File: src/fmpd_pkg.sv
// Shared types, constants and the phase quantizer table for the FM phase-delta discriminator.
// Has no dependencies; every other file in src imports it.
package fmpd_pkg;

  localparam int unsigned SampleW = 8;
  localparam int unsigned PhaseW  = 5;
  localparam int unsigned CodeW   = 6;
  localparam int unsigned PedW    = 6;
  localparam int unsigned GainW   = 3;
  localparam int unsigned CfgIdxW = 8;
  localparam int unsigned CfgDatW = 8;

  localparam logic [CfgIdxW-1:0] CFG_IDX_PEDESTAL = 8'd0;
  localparam logic [CfgIdxW-1:0] CFG_IDX_GAIN     = 8'd1;

  localparam logic [PedW-1:0]   PEDESTAL_RESET   = 6'd20;
  localparam logic [GainW-1:0]  GAIN_RESET       = 3'd2;
  // phase of an all-zero byte
  localparam logic [PhaseW-1:0] LAST_PHASE_RESET = 5'd4;

  localparam logic [CodeW-1:0]  CODE_MAX = 6'd63;

  typedef struct packed {
    logic [PedW-1:0]  pedestal;
    logic [GainW-1:0] gain_setting;
  } cfg_t;

  typedef logic [255:0][PhaseW-1:0] phase_rom_t;

  localparam longint unsigned TanScale = 64'd1000000000000;
  // tan((2m+1)*pi/32) scaled by 10^12, m = 0..7 (index 0 is the last entry)
  localparam logic [7:0][63:0] TanBound = {
    64'd10153170387609, 64'd3296558208938, 64'd1870868411789, 64'd1218503525588,
    64'd820678790829,   64'd534511135951,  64'd303346683607,  64'd98491403357
  };

  // Twice the bucket centre of a signed 4-bit bucket code.
  function automatic int bucket2(int nib);
    int s;
    s = nib;
    if (s >= 8) s = s - 16;
    return s * 128 + 63;
  endfunction

  // Evaluated at elaboration only, to build the quantizer table.
  function automatic phase_rom_t build_phase_rom();
    phase_rom_t       rom;
    int               q;
    int               i;
    int               p0;
    int               ph;
    longint unsigned  ay;
    longint unsigned  ax;
    for (int b = 0; b < 256; b++) begin
      q  = bucket2(b % 16);
      i  = bucket2(b / 16);
      ay = longint'((q < 0) ? -q : q);
      ax = longint'((i < 0) ? -i : i);
      p0 = 0;
      for (int m = 0; m < 8; m++) begin
        if (ay * TanScale > ax * TanBound[m]) p0 = p0 + 1;
      end
      if (i > 0 && q > 0)      ph = p0;
      else if (i < 0 && q > 0) ph = 16 - p0;
      else if (i < 0)          ph = 16 + p0;
      else                     ph = 32 - p0;
      rom[b] = PhaseW'(ph % 32);
    end
    return rom;
  endfunction

  localparam phase_rom_t PHASE_ROM = build_phase_rom();

endpackage

File: src/fmpd_phase_lane.sv
// One quantizer lane: looks up the 5-bit phase of a packed I/Q byte and registers it.
// Depends on fmpd_pkg for the phase table.
module fmpd_phase_lane import fmpd_pkg::*; (
  input  logic               clk_i,
  input  logic               load_i,
  input  logic [SampleW-1:0] sample_i,
  output logic [PhaseW-1:0]  phase_o
);

  logic [PhaseW-1:0] phase_q;
  logic [PhaseW-1:0] phase_d;

  assign phase_d = PHASE_ROM[sample_i];

  always_ff @(posedge clk_i) begin
    if (load_i) begin
      phase_q <= phase_d;
    end
  end

  assign phase_o = phase_q;

endmodule

File: src/fmpd_merge.sv
// Merge stage: combines the two lane phases with the stored last phase, scales, clamps
// and holds the result in the output register. Depends on fmpd_pkg.
module fmpd_merge import fmpd_pkg::*; (
  input  logic              clk_i,
  input  logic              rst_ni,
  input  cfg_t              cfg_i,
  input  logic              valid_i,
  output logic              ready_o,
  input  logic [PhaseW-1:0] phase_a_i,
  input  logic [PhaseW-1:0] phase_b_i,
  output logic              out_valid_o,
  input  logic              out_ready_i,
  output logic [CodeW-1:0]  freq_code_o
);

  logic [PhaseW-1:0]  last_phase_q;
  logic               out_valid_q;
  logic [CodeW-1:0]   code_q;
  logic [CodeW-1:0]   code_d;
  logic               advance;

  logic [PhaseW-1:0]  delta1;
  logic [PhaseW-1:0]  delta2;
  logic signed [6:0]  sum;
  logic signed [4:0]  gain_p1;
  logic signed [11:0] prod;
  logic signed [12:0] scaled;
  logic signed [13:0] code_wide;

  assign ready_o = !out_valid_q || out_ready_i;
  assign advance = valid_i && ready_o;

  always_comb begin
    delta1    = phase_a_i - last_phase_q;
    delta2    = phase_b_i - phase_a_i;
    sum       = $signed({{2{delta1[PhaseW-1]}}, delta1})
              + $signed({{2{delta2[PhaseW-1]}}, delta2});
    gain_p1   = $signed({2'b00, cfg_i.gain_setting}) + 5'sd1;
    // 8*(g+1)/4 is exact, so the rounding never comes into play
    prod      = sum * gain_p1;
    scaled    = {prod, 1'b0};
    code_wide = $signed({8'b0, cfg_i.pedestal}) + $signed({scaled[12], scaled});
    priority if (code_wide < 14'sd0) begin
      code_d = '0;
    end else if (code_wide > $signed({8'b0, CODE_MAX})) begin
      code_d = CODE_MAX;
    end else begin
      code_d = code_wide[CodeW-1:0];
    end
  end

  always_ff @(posedge clk_i or negedge rst_ni) begin
    if (!rst_ni) begin
      last_phase_q <= LAST_PHASE_RESET;
      out_valid_q  <= 1'b0;
    end else begin
      if (advance) begin
        last_phase_q <= phase_b_i;
        out_valid_q  <= 1'b1;
      end else if (out_ready_i) begin
        out_valid_q  <= 1'b0;
      end
    end
  end

  always_ff @(posedge clk_i) begin
    if (advance) begin
      code_q <= code_d;
    end
  end

  assign out_valid_o = out_valid_q;
  assign freq_code_o = code_q;

  a_last_phase_tracks: assert property (@(posedge clk_i) disable iff (!rst_ni)
    advance |=> last_phase_q == $past(phase_b_i))
    else $error("last phase did not take the second sample phase");

  a_advance_fills_out: assert property (@(posedge clk_i) disable iff (!rst_ni)
    advance |=> out_valid_q)
    else $error("accepted request did not reach the output register");

  a_stall_holds_code: assert property (@(posedge clk_i) disable iff (!rst_ni)
    out_valid_q && !out_ready_i |=> out_valid_q && $stable(code_q))
    else $error("stalled result changed or dropped");

endmodule

File: src/fm_phase_delta_discriminator.sv
// FM phase-delta discriminator, top level: two quantizer lanes, a merge stage and config.
// An accepted request is held in the stage-1 lane registers, then in the merge output register.
// Throughput: one request per cycle while freq_code_o is not stalled; the last-phase recurrence
// closes inside the merge stage, and the phase table is a constant lookup in each lane.
// Reset (rst_ni low, asynchronous): pipeline empties, pedestal 20, gain 2, last phase 4.
// Depends on fmpd_pkg, fmpd_phase_lane and fmpd_merge.
module fm_phase_delta_discriminator import fmpd_pkg::*; (
  input  logic               clk_i,
  input  logic               rst_ni,
  // sample pair requests
  input  logic               in_valid_i,
  output logic               in_ready_o,
  input  logic [SampleW-1:0] sample_first_i,
  input  logic [SampleW-1:0] sample_second_i,
  // frequency codes
  output logic               out_valid_o,
  input  logic               out_ready_i,
  output logic [CodeW-1:0]   freq_code_o,
  // register writes
  input  logic               cfg_valid_i,
  output logic               cfg_ready_o,
  input  logic [CfgIdxW-1:0] cfg_index_i,
  input  logic [CfgDatW-1:0] cfg_data_i
);

  cfg_t              cfg_q;
  logic              s1_valid_q;
  logic              merge_ready;
  logic              lane_load;
  logic [PhaseW-1:0] phase_a;
  logic [PhaseW-1:0] phase_b;

  // Register writes are always taken; unknown indexes drop silently.
  assign cfg_ready_o = 1'b1;

  always_ff @(posedge clk_i or negedge rst_ni) begin
    if (!rst_ni) begin
      cfg_q.pedestal     <= PEDESTAL_RESET;
      cfg_q.gain_setting <= GAIN_RESET;
    end else if (cfg_valid_i) begin
      unique case (cfg_index_i)
        CFG_IDX_PEDESTAL: cfg_q.pedestal     <= cfg_data_i[PedW-1:0];
        CFG_IDX_GAIN:     cfg_q.gain_setting <= cfg_data_i[GainW-1:0];
        default: ;
      endcase
    end
  end

  // Stage 1 holds the two looked-up phases; it frees up whenever the merge stage moves.
  assign in_ready_o = !s1_valid_q || merge_ready;
  assign lane_load  = in_valid_i && in_ready_o;

  always_ff @(posedge clk_i or negedge rst_ni) begin
    if (!rst_ni) begin
      s1_valid_q <= 1'b0;
    end else if (in_ready_o) begin
      s1_valid_q <= in_valid_i;
    end
  end

  // Lane 0 quantizes the first sample, lane 1 the second.
  fmpd_phase_lane u_lane_first (
    .clk_i    (clk_i),
    .load_i   (lane_load),
    .sample_i (sample_first_i),
    .phase_o  (phase_a)
  );

  fmpd_phase_lane u_lane_second (
    .clk_i    (clk_i),
    .load_i   (lane_load),
    .sample_i (sample_second_i),
    .phase_o  (phase_b)
  );

  // Merge: both deltas, scale, pedestal, clamp and the output register.
  fmpd_merge u_merge (
    .clk_i       (clk_i),
    .rst_ni      (rst_ni),
    .cfg_i       (cfg_q),
    .valid_i     (s1_valid_q),
    .ready_o     (merge_ready),
    .phase_a_i   (phase_a),
    .phase_b_i   (phase_b),
    .out_valid_o (out_valid_o),
    .out_ready_i (out_ready_i),
    .freq_code_o (freq_code_o)
  );

  a_stage1_holds: assert property (@(posedge clk_i) disable iff (!rst_ni)
    s1_valid_q && !merge_ready |=> s1_valid_q && $stable(phase_a) && $stable(phase_b))
    else $error("stage 1 lost or changed a stalled request");

  a_ready_when_empty: assert property (@(posedge clk_i) disable iff (!rst_ni)
    !s1_valid_q |-> in_ready_o)
    else $error("input stalled with an empty stage 1");

  a_accept_fills_stage1: assert property (@(posedge clk_i) disable iff (!rst_ni)
    lane_load |=> s1_valid_q)
    else $error("accepted request did not reach stage 1");

endmodule

File: config.mk
export PLATFORM = sky130hd
export DESIGN_NAME = fm_phase_delta_discriminator
export DESIGN_NICKNAME = d
export VERILOG_FILES = /design/src/fmpd_pkg.sv /design/src/fmpd_phase_lane.sv /design/src/fmpd_merge.sv /design/src/fm_phase_delta_discriminator.sv
export SDC_FILE = /design/constraint.sdc
export NUM_CORES = 1
export LEC_CHECK = 0
export BUFFER_PORTS_ARGS = -buffer_cell sky130_fd_sc_hd__buf_4
export CAP_MARGIN = 20
export CORE_UTILIZATION = 50
export CTS_CLUSTER_DIAMETER = 60
export DETAILED_ROUTE_END_ITERATION = 6
export GPL_TIMING_DRIVEN = 0
export HOLD_SLACK_MARGIN = 0.08
export PLACE_DENSITY = 0.71
export SLEW_MARGIN = 40
export SYNTH_ARGS = -nofsm -noshare
export SYNTH_HDL_FRONTEND = slang
export SYNTH_SLANG_ARGS = --single-unit
File: constraint.sdc
create_clock -name clk_i -period 6.12 [get_ports clk_i]
set_input_delay 0.612 -clock clk_i [delete_from_list [all_inputs] [get_ports clk_i]]
set_output_delay 0.612 -clock clk_i [all_outputs]
set_load 0.01 [all_outputs]
# [Yosys cells after proc, flatten, opt, wreduce, memory -nomap -nowiden]
# Memory sizes are Yosys's and may differ from the RTL's. A register that Yosys moved wholly into a read port is not among the register bits.
# Cells that the tools add are included.
# Widths: inputs -> output; s select.
[word_totals] mem_bits_ro=2560 out_inout_bits=9 elab_cells=30 regBits=22 n_memories=2 input_bits=37
[op_classes] addsub=5 n_eq_ne=1 mul=1 n_reduce_logical=10 n_mux=3 n_lt_le_gt_ge=2
[memory_table] memory="(no name shown)" depth=256 word_bits=5 read_ports=1 rd_ports_with_merged_regs=1 wr=0 line_no="fmpd_phase_lane.sv:13" rtl="assign phase_d = PHASE_ROM[sample_i];"
[memory_table] memory="(no name shown)" depth=256 word_bits=5 read_ports=1 rd_ports_with_merged_regs=1 wr=0 line_no="fmpd_phase_lane.sv:13"
[op_table] operator="$add 7x13->14" count=1
[op_table] operator="$gt 14x7->1 const B" count=1
[op_table] operator="$lt 14x1->1 const B" count=1
[op_table] operator="$mul 6x5->11" count=1
[op_table] operator="$sub 5x5->5" count=2
[op_table] operator="$eq 8x1->1 const B" count=1
[op_table] operator="$logic_not 8->1" count=1
[op_table] operator="$add 5x5->6" count=1
[op_table] operator="$mux 6" count=1
[op_table] operator="$add 3x1->4 const B" count=1
[op_table] operator="$reduce_and 2->1" count=2
[op_table] operator="$logic_and 1x1->1" count=2
[op_table] operator="$logic_not 1->1" count=2
[op_table] operator="$logic_or 1x1->1" count=2
[op_table] operator="$mux 1" count=2
[op_table] operator="$reduce_bool 2->1" count=1

# [Longest topological paths before layout]
# Gate-level depths: netlist of the first run.
[depth] depth_word=6 ltp_mapped=26 depth_no_buf=26

# [Modules after synthesis]
# Synthesis of the first run repeated with hierarchy kept, for this count alone.
[hier_totals] cells_unflattened=705 hier_area_um2=5854.4
[modules_own_cells] mod="fmpd_phase_lane" cells_per_inst=204 n_inst=2 area_each_um2=1554.0 seq_area_each_um2=150.1
[modules_own_cells] mod="fmpd_merge" cells_per_inst=268 n_inst=1 area_each_um2=2293.4 seq_area_each_um2=331.6
[modules_own_cells] mod="fm_phase_delta_discriminator" cells_per_inst=29 n_inst=1 area_each_um2=452.9 seq_area_each_um2=254.0

# [Least setup slack after synthesis of the first run]
# OpenSTA, ideal clock, no wires.
[synth_timing] kind="register to register" startpoint="reg u_lane_first.phase_q[0], in the netlist u_lane_first.phase_o[0]" endpoint="reg u_merge.code_q[3], in the netlist u_merge.freq_code_o[3], data pin" t_arrival_ns=5.378 synth_period_minus_slack_ns=5.664 required_time_ns=5.834 n_path_buf=1 slack_ns=0.456 path_stages_with_launch=24 cell_sequence="edfxtp_1 -> ha_1 -> inv_1 -> fa_1 -> fa_1 -> a21oi_1 -> nor2b_1 -> nor2_1 -> xor2_1 -> nor2_1 -> ha_1 -> fa_1 -> inv_1 -> fa_1 -> inv_1 -> ha_1 -> buf_4 -> o21ai_1 -> a21oi_2 -> o31a_1 -> or2_1 -> or4_4 -> o22ai_4 -> a31oi_1"
[synth_via] elab_chain_cells=6 elab_cells_between_ends=8 cone_classes="add/sub: 4; mul: 1; order compare: 2; mux: 1"
[synth_rtl] element="start, declared" line_no="fmpd_phase_lane.sv:10" rtl="logic [PhaseW-1:0] phase_q;"
[synth_rtl] element="$sub 5x5->5 (on tied branches)" line_no="fmpd_merge.sv:34, fmpd_merge.sv:35"
[synth_rtl] element="$add 5x5->6 (*)" line_no="fmpd_merge.sv:37" rtl="+ $signed({{2{delta2[PhaseW-1]}}, delta2});"
[synth_rtl] element="$mul 6x5->11 (*)" line_no="fmpd_merge.sv:40" rtl="prod = sum * gain_p1;"
[synth_rtl] element="$add 7x13->14 (*)" line_no="fmpd_merge.sv:42" rtl="code_wide = $signed({8'b0, cfg_i.pedestal}) + $signed({scaled[12], scaled});"
[synth_rtl] element="$gt 14x7->1" line_no="fmpd_merge.sv:45" rtl="end else if (code_wide > $signed({8'b0, CODE_MAX})) begin"
[synth_rtl] element="$mux 6" line_no="fmpd_merge.sv:45"
[synth_rtl] element="end signal, assigned" line_no="fmpd_merge.sv:68" rtl="code_q <= code_d;"
[synth_rtl] element="end, declared" line_no="fmpd_merge.sv:18" rtl="logic [CodeW-1:0] code_q;"
# Mark *: on every way between the ends. The rest lies on a longest branch, timed or not.
# A chain may end at the register's enable or synchronous reset.

# [Worst setup path in the final report of the first run]
[layout_timing] startpoint="reg u_lane_first.phase_q[0], in the netlist u_lane_first.phase_o[0]" endpoint="reg u_merge.code_q[4], in the netlist u_merge.freq_code_o[4], data pin"
# The elaborated chain is that of the path after synthesis.

==> results.yml, run 1 <==
grt:
  grt-ovfl-total: 0
  grt_pass1_wl_um: 25700
  antenna_found_initial: 0
  grt_pass1_vias: 5479
  track_usage_pct: 27.3
  grt_start_max_net_pins: 17
setup_path:
  worstPathRequired_ps: 6110
  rr_worst_depth: 22
  path_cells: "inv_2 -> ha_4 -> fa_2 -> inv_2 -> ha_1 -> a211oi_2 -> nor2_1 -> a21o_1 -> nor2_1 -> ha_1 -> fa_1 -> inv_1 -> fa_1 -> inv_1 -> ha_2 -> nand3_4 -> o2111ai_4 -> xnor2_2 -> or2_1 -> or4_4 -> o22ai_4 -> a31oi_2"
  cp_slowest_stage_delay_ps: 560
  critical_path_class: "flop to flop"
  endpoint: "u_merge.freq_code_o[4]"
  crit_path_end_kind: "flop"
  arrival_ps: 5930
  cpMaxStageDelayCell: "or4_4"
  start_kind: "flop"
  r2r-start: "u_lane_first.phase_o[0]"
  worst-r2r-setup-slack_ps: 180
  r2r-end: "u_merge.freq_code_o[4]"
  path_max_fanout: 7
  crit_start: "u_lane_first.phase_o[0]"
synthesis:
  syn-cell-area_um2: 5760
  synth_most_common_cell: "nand2_1"
  avgSynthCellArea_um2: 7.61
  synth_top_cell_by_area: "ha_1"
  synth_cells: 756
  yosysSeqAreaShare_pct: 15.4
  yosys-top-cells-area: "ha_1, edfxtp_1, fa_1"
  synthArstFlopShare_pct: 50.0
  yosys.area.top_type_share_pct: 14.6
  netlist-cell-type-count: 69
  yosys_warnings: 0
  netlist_top_cells_count: "nand2_1, inv_1, o21ai_0, ha_1, nor2_1"
  synth-edff-count: 16
  ys.flop_type: "edfxtp_1"
  ys_ff_latch: 32
  synth_fp_nets: 877
final_layout:
  multi_input_area_um2: 4520
  fin_nets: 922
  fin_util_pct: 58.9
  antenna_cells: 0
  area_growth_pct: 12.8
  regArea_um2: 886
  drive_above_1_share_pct: 15.2
  fillCellCount: 1037
  postLayoutCellArea_um2: 6490
floorplanning:
  die_width_um: 109
  pin_count: 46
  die_h_um: 109
  start_util_pct: 52.2
  rows: 38
  die_area_um2: 11900
  core-area_um2: 11000
pwr:
  swShare_pct: 48.6
  p_leak_nw: 2.78
  p_sw_mw: 1.09
  pwr-share-seq_pct: 13.9
  power.share.clock_pct: 10.6
  ir_worst_vdd_uv: 360
  combPwrFrac_pct: 75.6
  p_int_mw: 1.15
  p_per_area_nw_per_um2: 344
sta:
  slew_headroom_pct: 53.8
  period_share_pct: 97.0
  hold_ws_ps: 186
  fin_crit_ps: 5940
  tightest_slew_ps: 693
  setup_ws_ps: 184
  finalClockSkew_ps: 2.34
  final-max-slew-violation-count: 0
  setup_tns_ps: 0
  setup_viol: 0
  hold_violations: 0
  fmax_ghz: 0.168
detailed_routing:
  first_pass_iters: 6
  drt-total-wl_um: 16600
  drt_iter0_markers: 718
  wl_per_cell_um: 17.6
  drc: 0
  routed_via_density: 6.23
  via_count: 5866
  detail-route-antenna-nets: 0
clock_tree:
  cts_tree: "done"
  clkLatencyLatePin_ps: 270
  cts_made_buffers: 5
  cts_buffer_depth: 2
  cts-root-buf: "clkbuf_16"
  clkTransAtPathRegs_ps: 50
  postCtsHoldBufs: 0
  htreeDepth: 2
  clock_sinks: 32
placed_design:
  hpwl_um: 12700
  place_congestion: 0.991
  post_dp_cell_area_um2: 6200
  pre_cts_ws_ps: -120
  io_buffers: 36
hold_path:
  min_path_type: "input port to asynchronous set/reset pin"
outcome:
  status: "finished clean"
flow_run:
  drv_cap: 0
==> worst min path at each step <==
stage | startpoint | endpoint | slack, ps | cells after the start
floorplan | rst_ni | cfg_q[0] | 320 | 0
global placement | s1_valid_q | u_merge.out_valid_o | 470 | 1
detailed placement | s1_valid_q | u_merge.out_valid_o | 480 | 1
CTS | rst_ni | s1_valid_q | 190 | 1
global route | rst_ni | cfg_q[3] | 200 | 1
finish | rst_ni | cfg_q[8] | 190 | 1
==> registers in the layout, summed over array words and instances, names as in the netlist <==
register               count
u_merge.out_valid_o        1
u_merge.freq_code_o        6
s1_valid_q                 1
cfg_q                      9
u_lane_first.phase_o       5
u_lane_second.phase_o      5
u_merge.last_phase_q       5
==> logic make-up (layout without fill, tap and decap cells) <==
kind of cell	after synthesis	in the layout	share of synthesized area, %
AO/OA/AOI/OAI	251	251	28.4
AND/OR/NAND/NOR	221	221	18.0
buffers and inverters	122	168	8.41
adder cells (fa/ha/maj)	84	84	20.5
flip-flops	32	32	15.4
multiplexers	24	24	5.89
XOR/XNOR	21	21	3.46
other	1	1	0.0651
==> power by group through the flow <==
stage	Combinational [mW]	Clock [mW]	Sequential (mW)
2_1_floorplan	1.14	0	0.319
3_3_place_gp	1.44	0	0.311
3_5_place_dp	1.49	0	0.313
4_1_cts	1.52	0.241	0.309
5_1_grt	1.85	0.251	0.315
6_report	1.69	0.236	0.310
==> layout make-up <==
class                   instances  share of cell area [%]
clock buffers                   7                    2.04
repair buffers                 38                    4.36
flip-flops and latches         32                    13.6
well taps                     140                    2.70
multi-input cells             602                    69.7
inverters                      74                    4.28
clock inverters                 1                  0.0771
plain buffers                  48                    3.24
==> through the flow <==
step | cells | power [mW]
3_5_place_dp | 932 | 1.80
5_1_grt | 942 | 2.41
2_1_floorplan | 756 | 1.46
4_1_cts | 940 | 2.07
6_report | 942 | 2.23
3_3_place_gp | 932 | 1.75
==> critical path, delay by kind of cell, from the launching register on <==
family                   cells  cell delay (ps)
adder cells (fa/ha/maj)      7             2720
AND/OR/NAND/NOR              5             1120
AO/OA/AOI/OAI                5             1060
flip-flops                   1              410
buffers and inverters        4              210
XOR/XNOR                     1              120
==> layout by cell type (no fill, tap or decap), drive strengths merged, types with 5 or more instances in the layout <==
master	instances
a221oi	5
mux2	9
a21oi	59
and2	8
o21ai	72
a31oi	18
xnor2	16
buf	57
nand3	13
mux2i	8
a211oi	17
a21o	8
nor2b	16
nand2b	17
o31ai	6
dfrtp	12
nor3	13
ha	67
a311oi	7
mux4	7
a211o	5
edfxtp	16
o211ai	5
or2	6
o311ai	6
nor2	61
o221ai	8
nand2	75
clkbuf	36
inv	73
o22ai	8
fa	17
==> timing repair <==
item / in CTS / in global routing
gates cloned: 0 / 1
setup endpoints to repair: 6 / 6
pin swaps: 1 / 19
resized for setup: 2 / 31
buffers inserted: 0 / 1
==> per-layer routing <==
layer	GRT usage, %	wire, µm
met5	0	0
met4	9.71	367
met3	3.85	1500
met2	48.4	8180
met1	33.6	6520
No activity file was read; power rests on OpenSTA's default activity.
==> run 2, diff against run 1 <==
--- a/config.mk
+++ b/config.mk
@@ -7,12 +7,13 @@
 export LEC_CHECK = 0
 export BUFFER_PORTS_ARGS = -buffer_cell sky130_fd_sc_hd__buf_4
 export CAP_MARGIN = 20
-export CORE_UTILIZATION = 50
+export CORE_MARGIN = 2
+export CORE_UTILIZATION = 57
 export CTS_CLUSTER_DIAMETER = 60
 export DETAILED_ROUTE_END_ITERATION = 6
 export GPL_TIMING_DRIVEN = 0
 export HOLD_SLACK_MARGIN = 0.08
-export PLACE_DENSITY = 0.71
+export PLACE_DENSITY = 0.79
 export SLEW_MARGIN = 40
 export SYNTH_ARGS = -nofsm -noshare
 export SYNTH_HDL_FRONTEND = slang
==> run 2 against run 1 <==
  * Sequential share of layout area increased by 0.20 points
  * Critical path depth increased by 2
  * Largest cell class unchanged
  * Clock power decreased by 33%
  * Final cell count decreased by 0.42%
  * Die area decreased by 8.6%
  * Fmax decreased by 0.29%
  * Via count increased by 0.72%
  * Non-clock buffer count increased by 3
  * Critical endpoint is now u_merge.freq_code_o[1]
  * Count of clock-buffer cells in the layout decreased by 2
  * Worst setup slack got worse by 17 ps
==> results.yml, run 2 (synthesized netlist as in run 1, its figures left out) <==
sta:
  finalClockSkew_ps: 12.1
  fin_crit_ps: 5950
  setup_viol: 0
  hold_violations: 0
  tightest_slew_ps: 643
  period_share_pct: 97.3
  fmax_ghz: 0.168
  final-max-slew-violation-count: 0
  slew_headroom_pct: 56.6
setup_path:
  arrival_ps: 5970
  crit_path_end_kind: "flop"
  crit_top_cell: "inv_1"
  worstPathRequired_ps: 6140
  r2r-start: "u_lane_first.phase_o[0]"
  cp_slowest_stage_delay_ps: 540
  rr_worst_depth: 24
  path_cells: "inv_1 -> ha_2 -> fa_2 -> inv_1 -> fa_2 -> a21oi_2 -> nor2b_1 -> nor2_2 -> xor2_1 -> nor2_1 -> ha_1 -> fa_1 -> inv_1 -> fa_1 -> inv_1 -> ha_1 -> buf_4 -> o21ai_2 -> a21oi_2 -> o31a_1 -> or2_4 -> or4_4 -> o22ai_4 -> a31oi_2"
  cpMaxStageDelayCell: "or4_4"
  r2r-end: "u_merge.freq_code_o[1]"
  start_kind: "flop"
  path_max_fanout: 10
  critical_path_class: "flop to flop"
  worst-r2r-setup-slack_ps: 170
final_layout:
  fillCellCount: 908
  largest_reg_flops: 9
  fin_nets: 925
  final_cell_mix: "nand2_1, inv_1, o21ai_0"
  drive_above_1_share_pct: 14.5
  multi_input_area_um2: 4470
  fin_util_pct: 65.5
  area_growth_pct: 11.1
  antenna_cells: 0
  regArea_um2: 886
  regMostFlops: "cfg_q"
  postLayoutCellArea_um2: 6400
  final_common_cell: "nand2_1"
detailed_routing:
  via_count: 5908
  detail-route-antenna-nets: 0
  first_pass_iters: 6
  wl_per_cell_um: 17.0
  routed_via_density: 6.30
  drt-total-wl_um: 15900
  drt_iter0_markers: 676
  drc: 0
flow_run:
  drv_cap: 0
clock_tree:
  clkLatencyLatePin_ps: 280
  cts_tree: "done"
  clkTransAtPathRegs_ps: 70
  htreeDepth: 2
  cts_made_buffers: 5
  cts_buffer_depth: 2
  cts-root-buf: "clkbuf_8"
  clock_sinks: 32
floorplanning:
  start_util_pct: 58.9
  rows: 36
  core-area_um2: 9770
  die_area_um2: 10900
  die_width_um: 104
  die_h_um: 104
  pin_count: 46
grt:
  track_usage_pct: 28.8
  grt_pass1_vias: 5603
  grt_pass1_wl_um: 26300
  grt-ovfl-total: 0
  grt_start_max_net_pins: 17
  antenna_found_initial: 0
hold_path:
  min_path_type: "input port to asynchronous set/reset pin"
outcome:
  status: "finished clean"
pwr:
  p_leak_nw: 2.77
  ir_worst_vdd_uv: 312
  finalPower_mw: 2.11
  p_per_area_nw_per_um2: 329
placed_design:
  place_congestion: 1.04
  hpwl_um: 12500
  post_dp_cell_area_um2: 6190
  io_buffers: 36
-- run 2: changes by cell type in the layout (fill, tap and decap cells not counted), moves of 2 or more --
| cell | delta |
|---|---|
| inv_2 | -4 |
| clkbuf_1 | -2 |
| nand3_1 | +2 |
| ha_1 | +2 |
| buf_4 | +5 |
| clkbuf_8 | +5 |
| ha_4 | -2 |
| clkbuf_16 | -5 |
| inv_1 | +4 |
-- run 2: metrics by stage --
stage / worst slack [ps] / cells / hold WS [ps] / setup TNS [ps]
2_1_floorplan: 456 / 756 / 316 / 0
3_3_place_gp: 137 / 925 / 476 / 0
3_5_place_dp: -16.9 / 925 / 480 / -16.9
4_1_cts: 42.7 / 933 / 174 / 0
5_1_grt: -15.6 / 938 / 168 / -26.3
6_report: 167 / 938 / 172 / 0
-- run 2: power by group --
part / internal, mW / total (mW) / switching, mW
Combinational: 0.702 / 1.64 / 0.940
Clock: 0.0791 / 0.157 / 0.0775
Sequential: 0.290 / 0.308 / 0.0174
-- run 2: metal layers --
| metal | vias to the layer above | routed length [µm] | global-route usage (%) |
|---|---|---|---|
| li1 | 2807 | - | - |
| met1 | 2758 | 6280 | 36.5 |
| met2 | 313 | 7940 | 50.2 |
| met3 | 30 | 1370 | 5.26 |
| met4 | 0 | 329 | 7.34 |
| met5 | - | 0 | 0 |
-- run 2: cell type report --
cell class	instances	share of cell area [%]
flip-flops and latches	32	13.8
plain buffers	48	3.23
repair buffers	41	4.81
clock inverters	3	0.293
well taps	133	2.60
multi-input cells	602	69.8
inverters	74	4.34
clock buffers	5	1.08
-- run 2: repair_timing --
action                     CTS  global route
hold buffers                 0             0
buffers inserted             0             5
resized for setup            1            18
pin swaps                    0            10
setup endpoints to repair    4             6
-- run 2: critical path, delay by kind of cell, from the launching register on --
| family | cells | cell delay, ps |
|---|---|---|
| flip-flops | 1 | 380 |
| AND/OR/NAND/NOR | 5 | 1090 |
| buffers and inverters | 5 | 400 |
| AO/OA/AOI/OAI | 6 | 940 |
| XOR/XNOR | 1 | 190 |
| adder cells (fa/ha/maj) | 7 | 2710 |
-- run 2: worst max path at each step --
stage | start | endpoint | slack (ps) | cells past startpoint
after detailed placement | u_lane_first.phase_o[0] | u_merge.freq_code_o[1] | -20 | 21
after global placement | u_lane_first.phase_o[0] | u_merge.freq_code_o[1] | 140 | 23
after global routing | u_lane_first.phase_o[0] | u_merge.freq_code_o[1] | -20 | 24
after floorplan | u_lane_first.phase_o[0] | u_merge.freq_code_o[3] | 460 | 23
final | u_lane_first.phase_o[0] | u_merge.freq_code_o[1] | 170 | 24
after CTS | u_lane_first.phase_o[0] | u_merge.freq_code_o[1] | 40 | 21
==> run 3, diff against run 2 <==
--- a/config.mk
+++ b/config.mk
@@ -5,15 +5,18 @@
 export SDC_FILE = /design/constraint.sdc
 export NUM_CORES = 1
 export LEC_CHECK = 0
+export ABC_AREA = 1
 export BUFFER_PORTS_ARGS = -buffer_cell sky130_fd_sc_hd__buf_4
 export CAP_MARGIN = 20
 export CORE_MARGIN = 2
-export CORE_UTILIZATION = 57
+export CORE_UTILIZATION = 56
 export CTS_CLUSTER_DIAMETER = 60
+export CTS_CLUSTER_SIZE = 16
 export DETAILED_ROUTE_END_ITERATION = 6
 export GPL_TIMING_DRIVEN = 0
 export HOLD_SLACK_MARGIN = 0.08
-export PLACE_DENSITY = 0.79
+export MAX_ROUTING_LAYER = met4
+export PLACE_DENSITY = 0.78
 export SLEW_MARGIN = 40
 export SYNTH_ARGS = -nofsm -noshare
 export SYNTH_HDL_FRONTEND = slang
==> run 3 against run 2 <==
  * Total power up 7.0%
  * Worst setup slack better by 140 ps
  * Final cell count up 6.5%
  * Non-clock buffer count down 30
  * Clock power up 27%
  * First-iteration DRC count down 22%
  * Global-route usage up 2.6 points
  * Area after synthesis down 5.8%
  * Critical endpoint is now u_merge.freq_code_o[4]
  * Largest cell class unchanged
  * Highest routed layer unchanged
==> results.yml, run 3 <==
outcome:
  status: "finished clean"
synthesis:
  yosys-top-cells-area: "ha_1, nand2_1, edfxtp_1"
  yosysSeqAreaShare_pct: 16.3
  synthArstFlopShare_pct: 50.0
  yosys.area.top_type_share_pct: 15.5
  ys_ff_latch: 32
  synth-edff-count: 16
  synth_most_common_cell: "nand2_1"
  avgSynthCellArea_um2: 6.57
  ys.flop_type: "edfxtp_1"
  netlist_top_cells_count: "nand2_1, inv_1, ha_1, nor2_1, nand3_1"
  netlist-cell-type-count: 49
  synth_fp_nets: 947
  synth_top_cell_by_area: "ha_1"
  synth_cells: 826
  syn-cell-area_um2: 5430
  yosys_warnings: 0
sta:
  hold_violations: 0
  fmax_ghz: 0.172
  final-max-slew-violation-count: 0
  slew_headroom_pct: 62.7
  fin_crit_ps: 5810
  setup_tns_ps: 0
  tightest_slew_ps: 557
  setup_viol: 0
  finalClockSkew_ps: 1.87
  rsz0062_at_grt: "false"
  period_share_pct: 94.9
pwr:
  swShare_pct: 53.6
  p_per_area_nw_per_um2: 378
  power.share.clock_pct: 8.9
  ir_worst_vdd_uv: 266
  p_sw_mw: 1.21
  p_leak_nw: 3.04
  combPwrFrac_pct: 76.6
  p_int_mw: 1.05
  pwr-share-seq_pct: 14.5
setup_path:
  crit_start: "u_lane_first.phase_o[0]"
  r2r-start: "u_lane_first.phase_o[0]"
  start_kind: "flop"
  worstPathRequired_ps: 6140
  path_max_fanout: 6
  crit_top_cell: "inv_1"
  critical_path_class: "flop to flop"
  crit_path_end_kind: "flop"
  cpMaxStageDelayCell: "fa_1"
  endpoint: "u_merge.freq_code_o[4]"
  r2r-end: "u_merge.freq_code_o[4]"
  worst-r2r-setup-slack_ps: 310
  cp_slowest_stage_delay_ps: 540
  arrival_ps: 5830
  rr_worst_depth: 25
clock_tree:
  cts_tree: "done"
  clock_sinks: 32
  ctsResizeCount: 0
  postCtsHoldBufs: 0
  cts_made_buffers: 5
  cts-root-buf: "clkbuf_8"
  clkLatencyLatePin_ps: 290
  clkTransAtPathRegs_ps: 70
  postCtsSetupBuffers: 0
  htreeDepth: 2
  cts_buffer_depth: 2
floorplanning:
  pin_count: 46
  die_width_um: 102
  start_util_pct: 58.2
  core-area_um2: 9330
  die_h_um: 102
  die_area_um2: 10500
  rows: 35
detailed_routing:
  drt-total-wl_um: 15500
  drt_iter0_markers: 524
  detail-route-antenna-nets: 0
  via_count: 5908
  drc: 0
  wl_per_cell_um: 15.5
  first_pass_iters: 7
  routed_via_density: 5.91
grt:
  grt-ovfl-total: 0
  grt_pass1_wl_um: 25700
  grt_pass1_vias: 5556
  track_usage_pct: 31.4
  antenna_found_initial: 0
  grt_start_max_net_pins: 17
final_layout:
  final_common_cell: "nand2_1"
  final_cell_mix: "nand2_1, inv_1, ha_1"
  area_growth_pct: 9.94
  fin_util_pct: 63.9
  fin_nets: 990
  fin_cells: 999
  largest_reg_flops: 9
  regMostFlops: "cfg_q"
  postLayoutCellArea_um2: 5960
  antenna_cells: 0
  drive_above_1_share_pct: 11.3
placed_design:
  place_congestion: 1.03
  post_dp_cell_area_um2: 5860
  place_inst: 991
  io_buffers: 36
  hpwl_um: 12100
flow_run:
  drv_cap: 0
hold_path:
  min_path_type: "input port to asynchronous set/reset pin"
run 3: cell families after synthesis:
family / count (synthesis) / synth area share [%]
AOI/OAI and AO/OA: 165 / 18.0
adders and majority gates: 84 / 21.7
xor gates and xnor gates: 16 / 2.58
buffers and inverters: 160 / 11.6
DFF: 32 / 16.3
other: 1 / 0.0691
and+or+nand+nor: 368 / 29.8
run 3: power by group through the flow:
stage | clock network, mW | logic [mW] | registers [mW]
2_1_floorplan | 0 | 1.31 | 0.335
3_3_place_gp | 0 | 1.61 | 0.327
3_5_place_dp | 0 | 1.69 | 0.329
4_1_cts | 0.202 | 1.70 | 0.327
5_1_grt | 0.213 | 1.97 | 0.331
6_report | 0.200 | 1.73 | 0.327
run 3: layout make-up:
cell class | count | area [µm²]
buffer | 23 | 113
clock buffer | 6 | 72.6
clock inverter | 2 | 35.0
fill | 851 | 3360
inverter | 137 | 514
multi-input combinational | 634 | 3910
sequential | 32 | 886
tap | 129 | 161
timing repair buffer | 36 | 270
run 3: worst max-delay path: cells and delay by family (launching register included):
| kind | cells | cell delay (ps) |
|---|---|---|
| flip-flops | 1 | 420 |
| adder cells (fa/ha/maj) | 8 | 3230 |
| XOR/XNOR | 2 | 530 |
| AND/OR/NAND/NOR | 8 | 820 |
| buffers and inverters | 5 | 310 |
| AO/OA/AOI/OAI | 2 | 220 |
run 3: layer usage:
metal | vias to the layer above | wire (µm) | share of wire (%) | global-route usage [%]
met1 | 2731 | 6070 | 39 | 37.8
li1 | 2827 | - | - | -
met3 | 57 | 1230 | 7.9 | 4.45
met4 | 0 | 514 | 3.3 | 11.1
met2 | 293 | 7680 | 50 | 53.5
met5 | - | 0 | 0 | -
run 3: worst min path at each step:
stage               end  slack (ps)  cells past startpoint
6_report       cfg_q[2]         170                      1
5_1_grt        cfg_q[6]         180                      1
4_1_cts        cfg_q[2]         170                      1
3_5_place_dp   cfg_q[7]         470                      2
3_3_place_gp   cfg_q[7]         470                      2
2_1_floorplan  cfg_q[0]         320                      0
run 3: metrics by stage:
step / hold slack (ps) / total power [mW] / setup slack [ps]
after CTS: 167 / 2.23 / 334
final: 168 / 2.25 / 310
after global routing: 176 / 2.51 / 24.8
after detailed placement: 472 / 2.02 / 346
after global placement: 472 / 1.94 / 567
after floorplan: 316 / 1.64 / 921
